--- src/rtl/lsc_pkg.sv ---
package lsc_pkg;

  // outcode bits, one per window edge
  localparam int unsigned OC_BITS = 4;
  localparam logic [OC_BITS-1:0] OC_TOP    = 4'b0001;
  localparam logic [OC_BITS-1:0] OC_BOTTOM = 4'b0010;
  localparam logic [OC_BITS-1:0] OC_RIGHT  = 4'b0100;
  localparam logic [OC_BITS-1:0] OC_LEFT   = 4'b1000;

  // window edge being clipped against
  localparam logic [1:0] EDGE_TOP    = 2'd0;
  localparam logic [1:0] EDGE_BOTTOM = 2'd1;
  localparam logic [1:0] EDGE_RIGHT  = 2'd2;
  localparam logic [1:0] EDGE_LEFT   = 2'd3;

  // register indexes of the config port
  localparam int unsigned CFG_IDX_BITS = 2;
  localparam logic [CFG_IDX_BITS-1:0] CFG_XMIN = 2'd0;
  localparam logic [CFG_IDX_BITS-1:0] CFG_YMIN = 2'd1;
  localparam logic [CFG_IDX_BITS-1:0] CFG_XMAX = 2'd2;
  localparam logic [CFG_IDX_BITS-1:0] CFG_YMAX = 2'd3;

  // clipping passes before a segment is given up
  localparam int unsigned PASS_BITS = 5;
  localparam logic [PASS_BITS-1:0] MAX_PASSES = 5'd16;

  // request to the multiply-divide unit
  typedef struct packed {
    logic start;
    logic neg;
  } lsc_md_req_t;

endpackage

--- src/rtl/lsc_muldiv.sv ---
module lsc_muldiv import lsc_pkg::*; #(
  parameter int unsigned W = 16
) (
  input  logic              clk_i,
  input  logic              rst_ni,
  input  lsc_md_req_t       req_i,
  input  logic [W-1:0]      mag_a_i,
  input  logic [W-1:0]      mag_b_i,
  input  logic [W-1:0]      mag_d_i,
  output logic              done_o,
  output logic signed [W:0] quo_o
);

  localparam int unsigned CNT_W = $clog2(W);
  localparam logic [CNT_W-1:0] LAST_STEP = CNT_W'(W - 1);

  localparam logic [1:0] P_IDLE = 2'd0;
  localparam logic [1:0] P_MUL  = 2'd1;
  localparam logic [1:0] P_DIV  = 2'd2;

  logic [1:0]        phase_q, phase_d;
  logic [CNT_W-1:0]  cnt_q, cnt_d;
  logic [2*W-1:0]    prod_q, prod_d;
  logic [W-1:0]      dvs_q, dvs_d;
  logic [W-1:0]      rem_q, rem_d;
  logic [W-1:0]      lo_q, lo_d;
  logic              neg_q, neg_d;
  logic              done_q, done_d;
  logic signed [W:0] quo_q, quo_d;

  logic [W:0]        trial;
  logic [W:0]        trial_diff;
  logic              ge;
  logic [W:0]        qfin;

  // one restoring step per cycle, quotient shifts into the low word
  assign trial      = {rem_q, lo_q[W-1]};
  assign ge         = trial >= {1'b0, dvs_q};
  assign trial_diff = trial - {1'b0, dvs_q};
  assign qfin       = {1'b0, lo_q[W-2:0], ge};

  always_comb begin
    phase_d = phase_q;
    cnt_d   = cnt_q;
    prod_d  = prod_q;
    dvs_d   = dvs_q;
    rem_d   = rem_q;
    lo_d    = lo_q;
    neg_d   = neg_q;
    done_d  = 1'b0;
    quo_d   = quo_q;
    case (phase_q)
      P_IDLE: begin
        if (req_i.start) begin
          prod_d  = {{W{1'b0}}, mag_a_i} * {{W{1'b0}}, mag_b_i};
          dvs_d   = mag_d_i;
          neg_d   = req_i.neg;
          phase_d = P_MUL;
        end
      end
      P_MUL: begin
        // high word is below the divisor, so the quotient fits W bits
        rem_d   = prod_q[2*W-1:W];
        lo_d    = prod_q[W-1:0];
        cnt_d   = '0;
        phase_d = P_DIV;
      end
      P_DIV: begin
        rem_d = ge ? trial_diff[W-1:0] : trial[W-1:0];
        lo_d  = {lo_q[W-2:0], ge};
        cnt_d = cnt_q + 1'b1;
        if (cnt_q == LAST_STEP) begin
          done_d  = 1'b1;
          quo_d   = neg_q ? -$signed(qfin) : $signed(qfin);
          phase_d = P_IDLE;
        end
      end
      default: phase_d = P_IDLE;
    endcase
  end

  always_ff @(posedge clk_i or negedge rst_ni) begin
    if (!rst_ni) begin
      phase_q <= P_IDLE;
      done_q  <= 1'b0;
    end else begin
      phase_q <= phase_d;
      done_q  <= done_d;
    end
  end

  always_ff @(posedge clk_i) begin
    cnt_q  <= cnt_d;
    prod_q <= prod_d;
    dvs_q  <= dvs_d;
    rem_q  <= rem_d;
    lo_q   <= lo_d;
    neg_q  <= neg_d;
    quo_q  <= quo_d;
  end

  assign done_o = done_q;
  assign quo_o  = quo_q;

endmodule

--- src/rtl/line_segment_clipper_unit.sv ---
// channel   direction  ports                                            handshake
// cfg       in         cfg_we_i, cfg_idx_i, cfg_data_i                  write when cfg_we_i
// segment   in         start_x_i, start_y_i, end_x_i, end_y_i           start_i && !busy_o
// result    out        visible_o, clip_start_x_o .. clip_end_y_o        valid_o, one cycle
//
// each clipping pass runs the outcode test and operand setup, then waits on the multiply and
// serial divide unit (one restoring step per cycle); a pass whose segment runs parallel to
// the edge skips the unit. a segment takes at most 16 passes.
// rst_ni clears the sequencer and loads the default window, no clearing pass.
// busy_o stays high while an item is in work; the result strobe cannot be stalled and
// the next item may start in the cycle the result is shown.
module line_segment_clipper_unit import lsc_pkg::*; #(
  parameter int unsigned COORD_BITS = 16
) (
  input  logic                         clk_i,
  input  logic                         rst_ni,
  input  logic                         cfg_we_i,
  input  logic [CFG_IDX_BITS-1:0]      cfg_idx_i,
  input  logic [COORD_BITS-1:0]        cfg_data_i,
  input  logic                         start_i,
  output logic                         busy_o,
  input  logic signed [COORD_BITS-1:0] start_x_i,
  input  logic signed [COORD_BITS-1:0] start_y_i,
  input  logic signed [COORD_BITS-1:0] end_x_i,
  input  logic signed [COORD_BITS-1:0] end_y_i,
  output logic                         valid_o,
  output logic                         visible_o,
  output logic signed [COORD_BITS-1:0] clip_start_x_o,
  output logic signed [COORD_BITS-1:0] clip_start_y_o,
  output logic signed [COORD_BITS-1:0] clip_end_x_o,
  output logic signed [COORD_BITS-1:0] clip_end_y_o
);

  localparam int unsigned W = COORD_BITS;
  localparam logic signed [W-1:0] COORD_MAX = {1'b0, {(W-1){1'b1}}};

  localparam logic [1:0] S_IDLE  = 2'd0;
  localparam logic [1:0] S_TEST  = 2'd1;
  localparam logic [1:0] S_SETUP = 2'd2;
  localparam logic [1:0] S_WAIT  = 2'd3;

  logic [1:0]            state_q, state_d;
  logic [PASS_BITS-1:0]  pass_q, pass_d;
  logic signed [W-1:0]   xmin_q, ymin_q, xmax_q, ymax_q;
  logic signed [W-1:0]   x1_q, y1_q, x2_q, y2_q;
  logic signed [W-1:0]   x1_d, y1_d, x2_d, y2_d;
  logic                  sel_q, sel_d;
  logic [1:0]            edge_q, edge_d;
  logic                  valid_q, valid_d;
  logic                  vis_q, vis_d;
  logic signed [W-1:0]   ox1_q, oy1_q, ox2_q, oy2_q;
  logic signed [W-1:0]   ox1_d, oy1_d, ox2_d, oy2_d;

  logic [OC_BITS-1:0]    c1, c2, csel;
  logic signed [W-1:0]   px, py, qx, qy;
  logic                  yedge;
  logic signed [W-1:0]   p_along, p_cross, q_along, q_cross, edge_val;
  logic signed [W:0]     diff_a, diff_b, diff_d;
  logic [W:0]            abs_a, abs_b, abs_d;
  logic                  div_nz;
  logic signed [W:0]     along_sum;
  logic                  wr_cross, wr_along;
  logic signed [W-1:0]   new_along;

  lsc_md_req_t           md_req;
  logic                  md_done;
  logic signed [W:0]     md_quo;

  // outcodes of both current endpoints
  always_comb begin
    c1 = '0;
    c2 = '0;
    if (y1_q > ymax_q) c1 = c1 | OC_TOP;
    if (y1_q < ymin_q) c1 = c1 | OC_BOTTOM;
    if (x1_q > xmax_q) c1 = c1 | OC_RIGHT;
    if (x1_q < xmin_q) c1 = c1 | OC_LEFT;
    if (y2_q > ymax_q) c2 = c2 | OC_TOP;
    if (y2_q < ymin_q) c2 = c2 | OC_BOTTOM;
    if (x2_q > xmax_q) c2 = c2 | OC_RIGHT;
    if (x2_q < xmin_q) c2 = c2 | OC_LEFT;
    csel = (c1 != '0) ? c1 : c2;
  end

  // operands of the intersection for the chosen point and edge
  always_comb begin
    px = sel_q ? x2_q : x1_q;
    py = sel_q ? y2_q : y1_q;
    qx = sel_q ? x1_q : x2_q;
    qy = sel_q ? y1_q : y2_q;
    yedge = (edge_q == EDGE_TOP) || (edge_q == EDGE_BOTTOM);
    p_along = yedge ? px : py;
    p_cross = yedge ? py : px;
    q_along = yedge ? qx : qy;
    q_cross = yedge ? qy : qx;
    case (edge_q)
      EDGE_TOP:    edge_val = ymax_q;
      EDGE_BOTTOM: edge_val = ymin_q;
      EDGE_RIGHT:  edge_val = xmax_q;
      EDGE_LEFT:   edge_val = xmin_q;
      default:     edge_val = ymax_q;
    endcase
    diff_a = {q_along[W-1], q_along} - {p_along[W-1], p_along};
    diff_b = {edge_val[W-1], edge_val} - {p_cross[W-1], p_cross};
    diff_d = {q_cross[W-1], q_cross} - {p_cross[W-1], p_cross};
    abs_a  = diff_a[W] ? -diff_a : diff_a;
    abs_b  = diff_b[W] ? -diff_b : diff_b;
    abs_d  = diff_d[W] ? -diff_d : diff_d;
    div_nz = diff_d != '0;
    along_sum = {p_along[W-1], p_along} + md_quo;
    new_along = along_sum[W-1:0];
  end

  always_comb begin
    state_d = state_q;
    pass_d  = pass_q;
    sel_d   = sel_q;
    edge_d  = edge_q;
    valid_d = 1'b0;
    vis_d   = vis_q;
    ox1_d   = ox1_q;
    oy1_d   = oy1_q;
    ox2_d   = ox2_q;
    oy2_d   = oy2_q;
    md_req.start = 1'b0;
    md_req.neg   = diff_a[W] ^ diff_b[W] ^ diff_d[W];
    wr_cross = 1'b0;
    wr_along = 1'b0;
    case (state_q)
      S_IDLE: begin
        if (start_i) begin
          pass_d  = '0;
          state_d = S_TEST;
        end
      end
      S_TEST: begin
        // out of passes only counts when the segment is still unsettled
        if ((c1 & c2) != '0 || ((c1 | c2) != '0 && pass_q == MAX_PASSES)) begin
          valid_d = 1'b1;
          vis_d   = 1'b0;
          ox1_d   = '0;
          oy1_d   = '0;
          ox2_d   = '0;
          oy2_d   = '0;
          state_d = S_IDLE;
        end else if ((c1 | c2) == '0) begin
          valid_d = 1'b1;
          vis_d   = 1'b1;
          ox1_d   = x1_q;
          oy1_d   = y1_q;
          ox2_d   = x2_q;
          oy2_d   = y2_q;
          state_d = S_IDLE;
        end else begin
          sel_d = (c1 == '0);
          if ((csel & OC_TOP) != '0)         edge_d = EDGE_TOP;
          else if ((csel & OC_BOTTOM) != '0) edge_d = EDGE_BOTTOM;
          else if ((csel & OC_RIGHT) != '0)  edge_d = EDGE_RIGHT;
          else                               edge_d = EDGE_LEFT;
          state_d = S_SETUP;
        end
      end
      S_SETUP: begin
        if (div_nz) begin
          md_req.start = 1'b1;
          state_d = S_WAIT;
        end else begin
          // segment parallel to the edge: only the crossing coordinate moves
          wr_cross = 1'b1;
          pass_d   = pass_q + 1'b1;
          state_d  = S_TEST;
        end
      end
      S_WAIT: begin
        if (md_done) begin
          wr_cross = 1'b1;
          wr_along = 1'b1;
          pass_d   = pass_q + 1'b1;
          state_d  = S_TEST;
        end
      end
      default: state_d = S_IDLE;
    endcase
  end

  // endpoint update
  always_comb begin
    x1_d = x1_q;
    y1_d = y1_q;
    x2_d = x2_q;
    y2_d = y2_q;
    if (state_q == S_IDLE && start_i) begin
      x1_d = start_x_i;
      y1_d = start_y_i;
      x2_d = end_x_i;
      y2_d = end_y_i;
    end else begin
      if (wr_cross) begin
        case ({sel_q, yedge})
          2'b01:   y1_d = edge_val;
          2'b00:   x1_d = edge_val;
          2'b11:   y2_d = edge_val;
          default: x2_d = edge_val;
        endcase
      end
      if (wr_along) begin
        case ({sel_q, yedge})
          2'b01:   x1_d = new_along;
          2'b00:   y1_d = new_along;
          2'b11:   x2_d = new_along;
          default: y2_d = new_along;
        endcase
      end
    end
  end

  lsc_muldiv #(
    .W(W)
  ) u_muldiv (
    .clk_i   (clk_i),
    .rst_ni  (rst_ni),
    .req_i   (md_req),
    .mag_a_i (abs_a[W-1:0]),
    .mag_b_i (abs_b[W-1:0]),
    .mag_d_i (abs_d[W-1:0]),
    .done_o  (md_done),
    .quo_o   (md_quo)
  );

  always_ff @(posedge clk_i or negedge rst_ni) begin
    if (!rst_ni) begin
      state_q <= S_IDLE;
      pass_q  <= '0;
      valid_q <= 1'b0;
      xmin_q  <= '0;
      ymin_q  <= '0;
      xmax_q  <= COORD_MAX;
      ymax_q  <= COORD_MAX;
    end else begin
      state_q <= state_d;
      pass_q  <= pass_d;
      valid_q <= valid_d;
      if (cfg_we_i) begin
        case (cfg_idx_i)
          CFG_XMIN: xmin_q <= cfg_data_i;
          CFG_YMIN: ymin_q <= cfg_data_i;
          CFG_XMAX: xmax_q <= cfg_data_i;
          CFG_YMAX: ymax_q <= cfg_data_i;
          default:  ;
        endcase
      end
    end
  end

  always_ff @(posedge clk_i) begin
    x1_q   <= x1_d;
    y1_q   <= y1_d;
    x2_q   <= x2_d;
    y2_q   <= y2_d;
    sel_q  <= sel_d;
    edge_q <= edge_d;
    vis_q  <= vis_d;
    ox1_q  <= ox1_d;
    oy1_q  <= oy1_d;
    ox2_q  <= ox2_d;
    oy2_q  <= oy2_d;
  end

  assign busy_o         = state_q != S_IDLE;
  assign valid_o        = valid_q;
  assign visible_o      = vis_q;
  assign clip_start_x_o = ox1_q;
  assign clip_start_y_o = oy1_q;
  assign clip_end_x_o   = ox2_q;
  assign clip_end_y_o   = oy2_q;

  a_result_when_idle: assert property (@(posedge clk_i) disable iff (!rst_ni)
    valid_o |-> !busy_o)
    else $error("result shown while an item is still in work");

  a_start_goes_busy: assert property (@(posedge clk_i) disable iff (!rst_ni)
    (start_i && !busy_o) |=> busy_o)
    else $error("accepted item did not start the sequencer");

  a_reject_zero: assert property (@(posedge clk_i) disable iff (!rst_ni)
    (valid_o && !visible_o) |-> (clip_start_x_o == '0 && clip_start_y_o == '0 &&
                                 clip_end_x_o == '0 && clip_end_y_o == '0))
    else $error("rejected segment carries nonzero coordinates");

  a_pass_bound: assert property (@(posedge clk_i) disable iff (!rst_ni)
    (state_q == S_WAIT) |-> (pass_q < MAX_PASSES))
    else $error("clipping pass started beyond the pass limit");

  a_div_only_waiting: assert property (@(posedge clk_i) disable iff (!rst_ni)
    md_done |-> (state_q == S_WAIT))
    else $error("divide unit finished outside the wait state");

endmodule

--- config.mk ---
export PLATFORM = sky130hd
export DESIGN_NAME = line_segment_clipper_unit
export DESIGN_NICKNAME = d
export VERILOG_FILES = /design/src/rtl/lsc_pkg.sv /design/src/rtl/lsc_muldiv.sv /design/src/rtl/line_segment_clipper_unit.sv
export SDC_FILE = /design/constraint.sdc
export NUM_CORES = 2
export LEC_CHECK = 0
export CAP_MARGIN = 20
export CORE_MARGIN = 5
export CORE_UTILIZATION = 60
export CTS_CLUSTER_DIAMETER = 40
export DETAILED_ROUTE_END_ITERATION = 10
export DONT_BUFFER_PORTS = 1
export PLACE_DENSITY = 0.76
export SYNTH_ARGS = -nofsm -noshare
export SYNTH_HDL_FRONTEND = slang
export SYNTH_HIERARCHICAL = 1
export SYNTH_SLANG_ARGS = --single-unit
--- constraint.sdc ---
create_clock -name clk_i -period 14.8 [get_ports clk_i]
set_input_delay 1.48 -clock clk_i [delete_from_list [all_inputs] [get_ports clk_i]]
set_output_delay 1.48 -clock clk_i [all_outputs]
set_load 0.02 [all_outputs]
==> flow_results.xml <==
<?xml version="1.0" encoding="UTF-8"?>
<metrics>
  <group name="sta">
    <metric name="tns" unit="ns">0</metric>
    <metric name="final.hold.worst_slack" unit="ns">0.511</metric>
    <metric name="worst_max_slew_pin_slew" unit="ns">1.16</metric>
    <metric name="setup_viol_count_final" unit="">0</metric>
    <metric name="max_freq" unit="MHz">85.5</metric>
    <metric name="hold_viol_final" unit="">0</metric>
    <metric name="grt_setup_unrepaired" unit="">false</metric>
    <metric name="clock_skew" unit="ns">0.0306</metric>
    <metric name="max-slew-margin-rel" unit="%">21.9</metric>
    <metric name="min_period_over_period" unit="%">79.1</metric>
    <metric name="number_of_pins_with_negative_max_slew_slack_in_the_final_report" unit="">0</metric>
    <metric name="finalWorstPathRequiredPeriod" unit="ns">11.70</metric>
  </group>
  <group name="routing">
    <metric name="dr_total_vias" unit="">27000</metric>
    <metric name="total_wire_length_after_detailed_routing" unit="um">106000</metric>
    <metric name="drt-wirelength-per-cell" unit="um">25.6</metric>
    <metric name="viasPerCell" unit="">6.53</metric>
    <metric name="dr.first_iter.drc_count" unit="">2713</metric>
    <metric name="drc_errors" unit="">0</metric>
    <metric name="drt-pass1-iter-count" unit="">6</metric>
    <metric name="antenna_left" unit="">0</metric>
  </group>
  <group name="clock_network">
    <metric name="tritoncts" unit="">yes</metric>
    <metric name="cts_root_buffer" unit="">sky130_fd_sc_hd__clkbuf_16</metric>
    <metric name="numCtsBuffers" unit="">43</metric>
    <metric name="cts.sink_count" unit="">308</metric>
    <metric name="worst_setup_hold_path_clk_slew" unit="ns">0.06</metric>
    <metric name="count_of_cells_resized_by_post_cts_repair" unit="">0</metric>
    <metric name="total_number_of_h_tree_levels" unit="">2</metric>
    <metric name="clkLatencyLatePin" unit="ns">0.58</metric>
    <metric name="max-clock-path-buffers" unit="">3</metric>
    <metric name="holdBufCountCts" unit="">0</metric>
    <metric name="postCtsSetupRepairBufs" unit="">0</metric>
  </group>
  <group name="finish">
    <metric name="final_net_count" unit="">4016</metric>
    <metric name="largest_register_ffs" unit="">32</metric>
    <metric name="max_flop_register" unit="">u_muldiv/prod_q</metric>
    <metric name="fin_area" unit="mm^2">0.0341</metric>
    <metric name="synthToLayoutAreaGrowth" unit="%">7.43</metric>
    <metric name="post_route_cells_drive_above_1_share" unit="%">10.2</metric>
    <metric name="commonest_non_fill_non_tap_cells_in_the_layout" unit="">407 x sky130_fd_sc_hd__inv_1, 366 x sky130_fd_sc_hd__nand2_1, 316 x sky130_fd_sc_hd__ha_1</metric>
    <metric name="layout_commonest_cell" unit="">sky130_fd_sc_hd__inv_1</metric>
  </group>
  <group name="worst_setup_path">
    <metric name="worstSetupPathType" unit="">flip-flop to flip-flop</metric>
    <metric name="endpoint_kind" unit="">flip-flop</metric>
    <metric name="critPathSlowestCell" unit="">sky130_fd_sc_hd__edfxtp_1</metric>
    <metric name="path_max_fanout" unit="">17</metric>
    <metric name="critPathMaxStageDelay" unit="ns">0.93</metric>
    <metric name="worstSetupStartpointType" unit="">flip-flop</metric>
    <metric name="cp_common_cell" unit="">sky130_fd_sc_hd__fa_1</metric>
    <metric name="timing.critical_path.required" unit="ns">15.10</metric>
    <metric name="critical_path_arrival" unit="ns">12.00</metric>
  </group>
  <group name="floorplanning">
    <metric name="floorplan_core_area" unit="mm^2">0.0526</metric>
    <metric name="initial_utilization" unit="%">60.4</metric>
    <metric name="placement_rows" unit="">84</metric>
    <metric name="die_width" unit="um">240</metric>
    <metric name="die_h" unit="um">240</metric>
    <metric name="die-area" unit="mm^2">0.0576</metric>
    <metric name="io_pins" unit="">153</metric>
  </group>
  <group name="yosys">
    <metric name="netlist_area_before_placement" unit="mm^2">0.0318</metric>
    <metric name="synth.avg_cell_area" unit="um^2">9.22</metric>
    <metric name="postSynthNetCount" unit="">4045</metric>
    <metric name="post_synth_inst_count" unit="">3444</metric>
    <metric name="synth_warnings" unit="">6</metric>
  </group>
  <group name="global_route">
    <metric name="grt_pass1_vias" unit="">27100</metric>
    <metric name="grtUsageTotal" unit="%">36.3</metric>
    <metric name="grt_max_degree" unit="">86</metric>
    <metric name="antenna_found_initial" unit="">6</metric>
    <metric name="global_route_wire_length_before_repair" unit="um">160000</metric>
    <metric name="globalRouteOverflowTotal" unit="">0</metric>
  </group>
  <group name="placed_design">
    <metric name="postPlaceCellArea" unit="mm^2">0.0326</metric>
    <metric name="gp_congestion" unit="">1.03</metric>
    <metric name="port_buffers" unit="">0</metric>
    <metric name="place.detailed.hpwl" unit="um">82100</metric>
  </group>
  <group name="min_path">
    <metric name="hold_path.class" unit="">flip-flop to flip-flop</metric>
  </group>
  <group name="run_status">
    <metric name="result_of_the_run" unit="">finished, final reports clean</metric>
  </group>
  <group name="job">
    <metric name="max-cap-violations" unit="">0</metric>
  </group>
</metrics>
-- per-stage QoR --
stage                     worst slack (ns)  util (%)  std cells
after floorplan                       3.36         -       3444
after global routing                  2.27      64.9       4137
final                                 3.10      64.9       4140
after global placement                3.07      62.0       4051
after detailed placement              2.94      62.1       4053
after CTS                             2.88      64.8       4131
-- area by class of cell --
class                   count  area, um^2
multi-input cells        2584       21500
fillers                  4231       18400
flip-flops and latches    308        8270
clock buffers              54        1150
diodes                      4        10.0
inverters                 409        1540
well taps                 688         861
clock inverters            24         268
repair buffers             69         566
-- path summary, 6_finish.rpt --
kind | endpoint | start | slack, ns | cells after the start
max in group asynchronous | xmax_q[13] | rst_ni | 13.93 | 0
worst min-delay path | ymin_q[11] | ymin_q[11] | 0.51 | 1
worst max register to register | u_muldiv/prod_q[31] | edge_q[1] | 3.10 | 36
worst min register to register | ymin_q[11] | ymin_q[11] | 0.51 | 1
worst max-delay path | u_muldiv/prod_q[31] | edge_q[1] | 3.10 | 36
min in group asynchronous | ymin_q[2] | rst_ni | 0.62 | 0
-- per-layer routing --
| metal | track usage [%] | share of wire, % | vias up | routed length (um) |
|---|---|---|---|---|
| li1 | - | - | 12000 | - |
| met1 | 45.8 | 38 | 13100 | 40000 |
| met2 | 57.4 | 44 | 1525 | 47100 |
| met3 | 7.83 | 10 | 436 | 10600 |
| met4 | 22.4 | 7.7 | 8 | 8160 |
| met5 | 0 | 0.049 | - | 52 |
-- critical path: cells and delay by family (launching register included) --
family / cells / cell delay (ns)
compound gates: 14 / 4.43
xor+xnor: 2 / 0.62
fa+ha+maj: 9 / 3.76
buf+inv: 5 / 0.53
flops: 1 / 0.93
mux: 1 / 0.41
simple gates: 5 / 0.76
Power is left out: the tool's default activity adds up to more than one toggle a clock period on the data nets, which glitch-free logic cannot reach.
